## src/hdl/lightmap_extent_calc_defines.svh

```systemverilog
// assertion macros shared by the lightmap extent calculator
`ifndef LIGHTMAP_EXTENT_CALC_DEFINES_SVH
`define LIGHTMAP_EXTENT_CALC_DEFINES_SVH

// cond must never hold at a clock edge outside reset
`define LEC_ASSERT_NEVER(label, clk, rst, cond, msg) \
  label: assert property (@(posedge clk) disable iff (rst) !(cond)) else $error(msg);

// whenever ante holds, cons holds at the same edge
`define LEC_ASSERT_IMPLY(label, clk, rst, ante, cons, msg) \
  label: assert property (@(posedge clk) disable iff (rst) (ante) |-> (cons)) else $error(msg);

`endif

```

## src/hdl/lec_pkg.sv

```systemverilog
// shared types and constants of the lightmap extent calculator
package lec_pkg;

  localparam int LUXEL_SIZE_DEF   = 16;
  localparam int EXTENT_LIMIT_DEF = 17;
  localparam int QUEUE_DEPTH_DEF  = 4;

  localparam int COORD_W    = 32;
  localparam int PROJ_W     = 48;
  localparam int SIZE_W     = 5;
  localparam int CFG_REGS   = 8;
  localparam int APB_ADDR_W = 5;
  localparam int APB_DATA_W = 32;

  // 999999 and -99999 texels in Q40.8
  localparam logic signed [PROJ_W-1:0] MIN_INIT = 48'sd255999744;
  localparam logic signed [PROJ_W-1:0] MAX_INIT = -48'sd25599744;

  typedef enum logic [2:0] {
    REG_S_AXIS_X = 3'd0,
    REG_S_AXIS_Y = 3'd1,
    REG_S_AXIS_Z = 3'd2,
    REG_S_OFFSET = 3'd3,
    REG_T_AXIS_X = 3'd4,
    REG_T_AXIS_Y = 3'd5,
    REG_T_AXIS_Z = 3'd6,
    REG_T_OFFSET = 3'd7
  } cfg_reg_e;

  typedef struct packed {
    logic signed [31:0] ax;
    logic signed [31:0] ay;
    logic signed [31:0] az;
    logic signed [31:0] off;
  } axis_cfg_t;

  typedef struct packed {
    axis_cfg_t s;
    axis_cfg_t t;
  } proj_cfg_t;

  // one projected vertex
  typedef struct packed {
    logic signed [PROJ_W-1:0] s;
    logic signed [PROJ_W-1:0] t;
    logic                     last;
  } proj_t;

  typedef struct packed {
    logic signed [PROJ_W-1:0] min_s;
    logic signed [PROJ_W-1:0] max_s;
    logic signed [PROJ_W-1:0] min_t;
    logic signed [PROJ_W-1:0] max_t;
  } bounds_t;

  localparam bounds_t BOUNDS_INIT = '{MIN_INIT, MAX_INIT, MIN_INIT, MAX_INIT};

endpackage

```

## src/hdl/lec_size.sv

```systemverilog
// one axis: bounds to lightmap size in luxels, five register stages
module lec_size #(
  parameter int LUXEL_SIZE   = lec_pkg::LUXEL_SIZE_DEF,
  parameter int EXTENT_LIMIT = lec_pkg::EXTENT_LIMIT_DEF
) (
  input  logic                              clk,
  input  logic                              en,
  input  logic signed [lec_pkg::PROJ_W-1:0] lo,
  input  logic signed [lec_pkg::PROJ_W-1:0] hi,
  output logic [lec_pkg::SIZE_W-1:0]        size,
  output logic                              err
);
  import lec_pkg::*;

  // exact reciprocal for operands below 2^RED_W
  localparam int RECIP_SHIFT = 27;
  localparam int RED_W       = 19;
  localparam int MULT_W      = 28;
  localparam int PROD_W      = RED_W + MULT_W;
  localparam int Q_W         = PROD_W - RECIP_SHIFT;
  localparam int L_W         = $clog2(LUXEL_SIZE + 1);
  localparam int RES_W       = L_W;
  localparam int QL_W        = Q_W + L_W;
  localparam int SPAN_W      = 42;
  localparam logic [MULT_W-1:0] RECIP_MULT =
    MULT_W'((1 << RECIP_SHIFT) / LUXEL_SIZE + 1);

  // residues of 256^k, and of the 2^39 bias of the offset-binary floor
  localparam int W0 = 1 % LUXEL_SIZE;
  localparam int W1 = 256 % LUXEL_SIZE;
  localparam int W2 = (W1 * 256) % LUXEL_SIZE;
  localparam int W3 = (W2 * 256) % LUXEL_SIZE;
  localparam int W4 = (W3 * 256) % LUXEL_SIZE;
  localparam int BIAS_RES = (W4 * 128) % LUXEL_SIZE;
  localparam int RES_OFS  = (LUXEL_SIZE - BIAS_RES) % LUXEL_SIZE;
  localparam int SPAN_LIMIT = (EXTENT_LIMIT - 1) * LUXEL_SIZE;

  logic [39:0]        lo_u;
  logic [48:0]        hi_up;
  logic [40:0]        hi_ceil;
  logic [RED_W-1:0]   res_sum_d;
  logic [SPAN_W-1:0]  span_d;

  logic [RED_W-1:0]   res_sum_a, res_sum_b;
  logic [SPAN_W-1:0]  span_a, span_b, span_c;
  logic [PROD_W-1:0]  prod1_b;
  logic [Q_W-1:0]     q1;
  logic [QL_W-1:0]    rem_full;
  logic [RES_W-1:0]   rm_c;
  logic [SPAN_W-1:0]  e;
  logic               err_d, err_e;
  logic [RED_W-1:0]   cval_d;
  logic [PROD_W-1:0]  prod2_e;
  logic [Q_W-1:0]     k;

  // floor(lo/256) in offset binary, ceil(hi/256)
  always_comb begin
    lo_u      = {~lo[PROJ_W-1], lo[PROJ_W-2:8]};
    hi_up     = {hi[PROJ_W-1], hi} + 49'd255;
    hi_ceil   = hi_up[48:8];
    res_sum_d = RED_W'(lo_u[7:0])   * RED_W'(W0)
              + RED_W'(lo_u[15:8])  * RED_W'(W1)
              + RED_W'(lo_u[23:16]) * RED_W'(W2)
              + RED_W'(lo_u[31:24]) * RED_W'(W3)
              + RED_W'(lo_u[39:32]) * RED_W'(W4)
              + RED_W'(RES_OFS);
    span_d    = {hi_ceil[40], hi_ceil} - {{2{lo[PROJ_W-1]}}, lo[PROJ_W-1:8]};
  end

  always_comb begin
    q1       = prod1_b[PROD_W-1:RECIP_SHIFT];
    rem_full = QL_W'(res_sum_b) - QL_W'(q1) * QL_W'(LUXEL_SIZE);
    e        = span_c + SPAN_W'(rm_c);
    k        = prod2_e[PROD_W-1:RECIP_SHIFT];
  end

  always_ff @(posedge clk) begin
    if (en) begin
      res_sum_a <= res_sum_d;
      span_a    <= span_d;
      prod1_b   <= PROD_W'(res_sum_a) * PROD_W'(RECIP_MULT);
      res_sum_b <= res_sum_a;
      span_b    <= span_a;
      rm_c      <= rem_full[RES_W-1:0];
      span_c    <= span_b;
      err_d     <= e[SPAN_W-1] || (e > SPAN_W'(SPAN_LIMIT));
      cval_d    <= e[RED_W-1:0] + RED_W'(LUXEL_SIZE - 1);
      prod2_e   <= PROD_W'(cval_d) * PROD_W'(RECIP_MULT);
      err_e     <= err_d;
    end
  end

  assign size = SIZE_W'(k + Q_W'(1));
  assign err  = err_e;

endmodule

```

## src/hdl/lec_back.sv

```systemverilog
// back end: running bounds per face, size pipeline and result register
`include "lightmap_extent_calc_defines.svh"

module lec_back #(
  parameter int LUXEL_SIZE   = lec_pkg::LUXEL_SIZE_DEF,
  parameter int EXTENT_LIMIT = lec_pkg::EXTENT_LIMIT_DEF
) (
  input  logic                        clk,
  input  logic                        rst,
  input  logic                        in_valid,
  output logic                        in_ready,
  input  lec_pkg::proj_t              in_item,
  output logic                        out_valid,
  input  logic                        out_ready,
  output logic [lec_pkg::SIZE_W-1:0]  width_luxels,
  output logic [lec_pkg::SIZE_W-1:0]  height_luxels,
  output logic                        extent_error
);
  import lec_pkg::*;

  logic          en, pop;
  bounds_t       bounds, upd, snap;
  logic [5:0]    vld;
  logic [SIZE_W-1:0] size_s, size_t;
  logic          err_s, err_t, err_any;

  assign en       = !out_valid || out_ready;
  assign in_ready = en;
  assign pop      = in_valid && en;
  assign err_any  = err_s || err_t;

  always_comb begin
    upd.min_s = (in_item.s < bounds.min_s) ? in_item.s : bounds.min_s;
    upd.max_s = (in_item.s > bounds.max_s) ? in_item.s : bounds.max_s;
    upd.min_t = (in_item.t < bounds.min_t) ? in_item.t : bounds.min_t;
    upd.max_t = (in_item.t > bounds.max_t) ? in_item.t : bounds.max_t;
  end

  always_ff @(posedge clk) begin
    if (rst) begin
      bounds    <= BOUNDS_INIT;
      vld       <= '0;
      out_valid <= 1'b0;
    end else begin
      if (pop) begin
        bounds <= in_item.last ? BOUNDS_INIT : upd;
      end
      if (en) begin
        vld       <= {vld[4:0], pop && in_item.last};
        out_valid <= vld[5];
      end
    end
  end

  always_ff @(posedge clk) begin
    if (en) begin
      snap          <= upd;
      width_luxels  <= err_any ? '0 : size_s;
      height_luxels <= err_any ? '0 : size_t;
      extent_error  <= err_any;
    end
  end

  lec_size #(
    .LUXEL_SIZE   (LUXEL_SIZE),
    .EXTENT_LIMIT (EXTENT_LIMIT)
  ) u_size_s (
    .clk  (clk),
    .en   (en),
    .lo   (snap.min_s),
    .hi   (snap.max_s),
    .size (size_s),
    .err  (err_s)
  );

  lec_size #(
    .LUXEL_SIZE   (LUXEL_SIZE),
    .EXTENT_LIMIT (EXTENT_LIMIT)
  ) u_size_t (
    .clk  (clk),
    .en   (en),
    .lo   (snap.min_t),
    .hi   (snap.max_t),
    .size (size_t),
    .err  (err_t)
  );

  `LEC_ASSERT_IMPLY(a_err_zero, clk, rst, out_valid && extent_error, width_luxels == '0 && height_luxels == '0, "error result with nonzero size")
  `LEC_ASSERT_NEVER(a_no_pop_stalled, clk, rst, out_valid && !out_ready && pop, "vertex taken while result is stalled")

endmodule

```

## config.mk

```make
export PLATFORM = sky130hd
export DESIGN_NAME = lec_back
export DESIGN_NICKNAME = d
export VERILOG_FILES = /design/src/hdl/lec_pkg.sv /design/src/hdl/lec_size.sv /design/src/hdl/lec_back.sv
export VERILOG_INCLUDE_DIRS = /design/src /design/src/hdl
export SDC_FILE = /design/constraint.sdc
export NUM_CORES = 2
export LEC_CHECK = 0
export BUFFER_PORTS_ARGS = -buffer_cell sky130_fd_sc_hd__buf_2
export CORE_ASPECT_RATIO = 1.2
export CORE_UTILIZATION = 60
export DETAILED_ROUTE_END_ITERATION = 12
export PLACE_DENSITY = 0.79
export RECOVER_POWER = 50
export SLEW_MARGIN = 10
export SYNTH_ARGS = -nofsm -noshare
export SYNTH_HDL_FRONTEND = slang
export SYNTH_SLANG_ARGS = --single-unit
```

## constraint.sdc

```tcl
create_clock -name clk -period 50.1 [get_ports clk]
set_clock_uncertainty 0.2 [all_clocks]
set_input_delay 10.02 -clock clk [delete_from_list [all_inputs] [get_ports clk]]
set_output_delay 10.02 -clock clk [all_outputs]
set_load 0.05 [all_outputs]
```

Word-level counts from Yosys, hierarchy flattened
Cells that the tools add are included.
- bits in registers: 852
- bits in latches: 0
- bits in writable memories: 0
- ROM bits: 0
- input bits: 101
- output and inout port bits: 13
- logic and storage cells: 69
- memories: 0
- add/sub/neg operators: 12
- $mul: 4
- divide/modulo/power cells: 0
- magnitude comparators: 6
- equal/unequal tests: 0
- shift operators: 0
- mux-type cells: 5
- bitwise gates (word level): 0
- reduce and logical (&&, ||, !) cells: 7
- operators by type and width (cell ; number):
    $mux W192 ; 1
    $mux W48 ; 4
    $add A48 B9 Y49 const B ; 2
    $gt A48 B48 Y1 ; 2
    $lt A48 B48 Y1 ; 2
    $add A42 B5 Y42 ; 2
    $gt A42 B9 Y1 const B ; 2
    $sub A41 B40 Y42 ; 2
    $mul A19 B24 Y32 const B ; 2
    $mul A8 B24 Y28 const B ; 2
    $add A19 B4 Y19 const B ; 2
    $add A5 B1 Y5 const B ; 2
    $sub A5 B5 Y5 ; 2
    $logic_or A1 B1 Y1 ; 4
    $logic_and A1 B1 Y1 ; 2
    $logic_not A1 Y1 ; 1

Logic depth before layout (Yosys ltp)
- depth after elaboration: 4
- depth in mapped cells: 21
- gate-level depth less buffers: 21

Modules after synthesis
A second synthesis with hierarchy kept.
- cells, all modules: 3570
- area total of the unflattened synthesis: 38620.8 sq um
- by module, submodules not included (module ; instances ; cells an instance ; area an instance (sq um)):
    lec_back ; 1 ; 2036 ; 21516.9
    lec_size ; 2 ; 767 ; 8552.0

Worst setup path before layout
No wires, ideal clock.
- kind: in2out
- from: in out_ready
- to: out in_ready
- arrival: 19545 ps
- required time: 39880 ps
- setup slack: 20335 ps
- stages: 3
- path buffers: 1
- cell sequence: nor2b_1 -> clkbuf_1 -> clkinv_1
- cells in the longest elaborated chain, start to end: 1
- ends and longest elaborated chain (element ; line ; text):
    start: declaration ; lec_back.sv:14 ; input logic out_ready,
    $logic_or A1 B1 Y1 ; lec_back.sv:27 ; assign en = !out_valid || out_ready;
    end: declaration ; lec_back.sv:11 ; output logic in_ready,
Every way passes these cells.

Worst setup path in the final report
Same ends and word-level chain as after synthesis.

==> results.py <==
metrics = {
    "synthesis": {
        "netlist_area_um2": 35810,
        "synth.ff_latch_count": 686,
        "syn_nets": 3497,
        "yosys_warnings": 0,
        "synth.top_cells.by_area": "edfxtp_1, dfxtp_1, ha_1, mux2_2, inv_1",
        "synthArstFlopShare": 0,
        "netlist_instances": 3110,
        "synth_edf_count": 487,
        "yosysTopAreaCell": "edfxtp_1",
        "yosys.area.top_type_share": 0.4083,
        "ys_types": 81,
        "syn_avg_cell_area_um2": 11.52,
        "synth_flop_cell": "edfxtp_1",
        "seq_area_frac_synth": 0.5196,
    },
    "global_routing": {
        "grt_max_degree": 219,
        "grt_overflow_total": 0,
        "antenna_found_initial": 15,
        "track_usage": 0.2609,
        "grt_pass1_vias": 24730,
        "grt_pass1_wl_mm": 126.5,
    },
    "setup_path": {
        "critPathMaxFanout": 111,
        "slowest_delay_ps": 3720,
        "crit_slowest_cell": "clkinvlp_2",
        "crit_family": "buffers and inverters",
        "cp-start-kind": "input pin",
        "timing.critical_path.buf_inv": 3,
        "worstSetupStartpoint": "out_ready",
        "cp.arrival_ps": 15700,
        "crit_path_cell_trace": "buf_2 > nor2b_1 > clkinvlp_2 > buf_2",
        "reg2reg_from": "out_valid$_SDFFE_PP0N_",
        "cp.required_ps": 39880,
        "rrSetupSlack_ps": 41210,
        "endpoint_kind": "output port",
        "crit_top_cell": "buf_2",
        "reg2reg_depth": 8,
        "critPathKind": "in2out",
        "cp.depth": 4,
    },
    "sta": {
        "tightest_slew_ps": 4818,
        "maxSlewHeadroom": -2.229,
        "setup_viol": 0,
        "rsz0062_at_grt": "no",
        "drv_slew": 282,
        "finalHoldViolations": 0,
        "fin_ws_ps": 24180,
        "clock.fmax_mhz": 38.58,
        "period_share": 0.5174,
        "setup_tns_ps": 0,
        "min_period_ps": 25920,
        "hold_slack_ps": 204.4,
    },
    "cells_and_area": {
        "final_area_um2": 39500,
        "drive_gt1_frac": 0.1326,
        "fillCellCount": 4267,
        "layout.nets": 3611,
        "layout_commonest_cell": "edfxtp_1",
        "final_cell_mix": "edfxtp_1, inv_1, ha_1",
        "fin_cells": 4083,
        "fin_util": 0.6725,
        "area_growth_pct": 10.30,
    },
    "placed_design": {
        "place_area_um2": 37290,
        "pre_cts_ws_ps": 28320,
        "numPortBuffers": 113,
        "place_inst": 3944,
        "dp.final_hpwl_mm": 55.15,
        "gp_congestion": 0.8940,
    },
    "die": {
        "coreArea_um2": 58740,
        "dieArea_um2": 60680,
        "initial_utilization": 0.6097,
        "pin_count": 114,
        "die_height_um": 269.6,
        "fp.dieW_um": 225.0,
        "rows": 97,
    },
    "min_path": {
        "holdPathStages": 0,
        "hp-class": "reg2reg",
        "min-delay-start": "u_size_s.cval_d[4]$_DFFE_PN_",
    },
    "clock_tree": {
        "cts_buffers": 70,
        "cts_root_buffer": "clkbuf_16",
        "cts_max_level": 3,
        "cts.sinks": 686,
        "ctsHoldBuffers": 0,
        "clk_latency_ps": 610,
        "cts_buffer_depth": 3,
        "post-cts-setup-buffers": 0,
        "clkTransAtPathRegs_ps": 60,
        "ctsResizeCount": 0,
        "cts_tree": "yes",
    },
    "route": {
        "drtIter0Drc": 2041,
        "drc_errors": 0,
        "via_count": 24860,
        "avgViaCountPerCell": 6.088,
        "drt_first_pass_iters": 6,
        "final_antenna_net_count": 0,
        "wirelength_mm": 79.27,
        "wl_per_cell_um": 19.41,
    },
    "run_status": {
        "run_status": "complete, but fails checks",
        "violations": "capacitance limit, slew limit",
    },
    "pwr": {
        "p_per_area_nw_per_um2": 46.25,
        "total_power_mw": 1.827,
        "p_leak_nw": 16.13,
        "peakVddDrop_uv": 30.39,
    },
    "run": {
        "maxCapViolCount": 3,
    },
}
## Yosys cell counts, types with 23 or more instances
master / count
nor2_1: 106
xor2_1: 57
ha_1: 282
o21ai_1: 24
xnor2_1: 127
edfxtp_1: 487
o211ai_1: 93
a21oi_1: 162
nand4_1: 84
a21o_1: 129
nand2_1: 123
and3_1: 32
mux2_2: 180
clkbuf_1: 89
o21ai_0: 120
nand3_1: 86
a22o_1: 74
a32o_1: 34
inv_1: 314
nor3_1: 23
dfxtp_1: 199
## registers in the layout (all words and copies together) (netlist names), 5 cells and up
name and cells:
u_size_t.span_a 42, snap 176, u_size_s.cval_d 5, vld 6, u_size_t.cval_d 5, u_size_s.span_c 42, u_size_t.span_b 42, u_size_s.span_b 42
bounds 192, width_luxels 5, u_size_s.span_a 42, u_size_s.prod2_e 5, height_luxels 5, u_size_t.span_c 42, u_size_t.prod2_e 5
## per-layer routing
metal	track usage	wire, um	vias to the layer above
met5	0	22	-
met4	0.1006	2139	4
met3	0.04217	5135	165
met1	0.3332	33030	12010
met2	0.4423	38940	833
li1	-	-	11850
## cell type report
| cell class | count | area, um2 | share of cell area |
|---|---|---|---|
| Antenna cell | 10 | 25.02 | 0.0006335 |
| Sequential cell | 686 | 18610 | 0.4710 |
| Timing Repair Buffer | 137 | 716.9 | 0.01815 |
| Clock inverter | 42 | 407.9 | 0.01033 |
| Clock buffer | 87 | 1841 | 0.04659 |
| Inverter | 315 | 1184 | 0.02996 |
| Multi-Input combinational cell | 2014 | 15730 | 0.3982 |
| Tap cell | 792 | 991.0 | 0.02509 |
## path summary, 6_finish.rpt
check                                         to
hold / removal    u_size_s.prod2_e[27]$_DFFE_PN_
setup / recovery                        in_ready
setup reg to reg         bounds[91]$_SDFFE_PP0P_
hold reg to reg   u_size_s.prod2_e[27]$_DFFE_PN_
## kinds of logic after synthesis
kind of cell | count (synthesis) | synth area share
adders and majority gates | 287 | 0.1010
DFF | 686 | 0.5196
buffers and inverters | 410 | 0.04335
AOI/OAI and AO/OA | 765 | 0.1452
xor gates and xnor gates | 184 | 0.04500
and+or+nand+nor | 591 | 0.08727
muxes | 187 | 0.05855
## power by group
| part | internal, mW | total [mW] | leakage, nW | switching, mW |
|---|---|---|---|---|
| registers | 0.800 | 0.885 | 6.74 | 0.0849 |
| logic | 0.188 | 0.432 | 8.31 | 0.243 |
| clock network | 0.287 | 0.510 | 1.08 | 0.223 |
No activity file was read; power rests on OpenSTA's default activity.
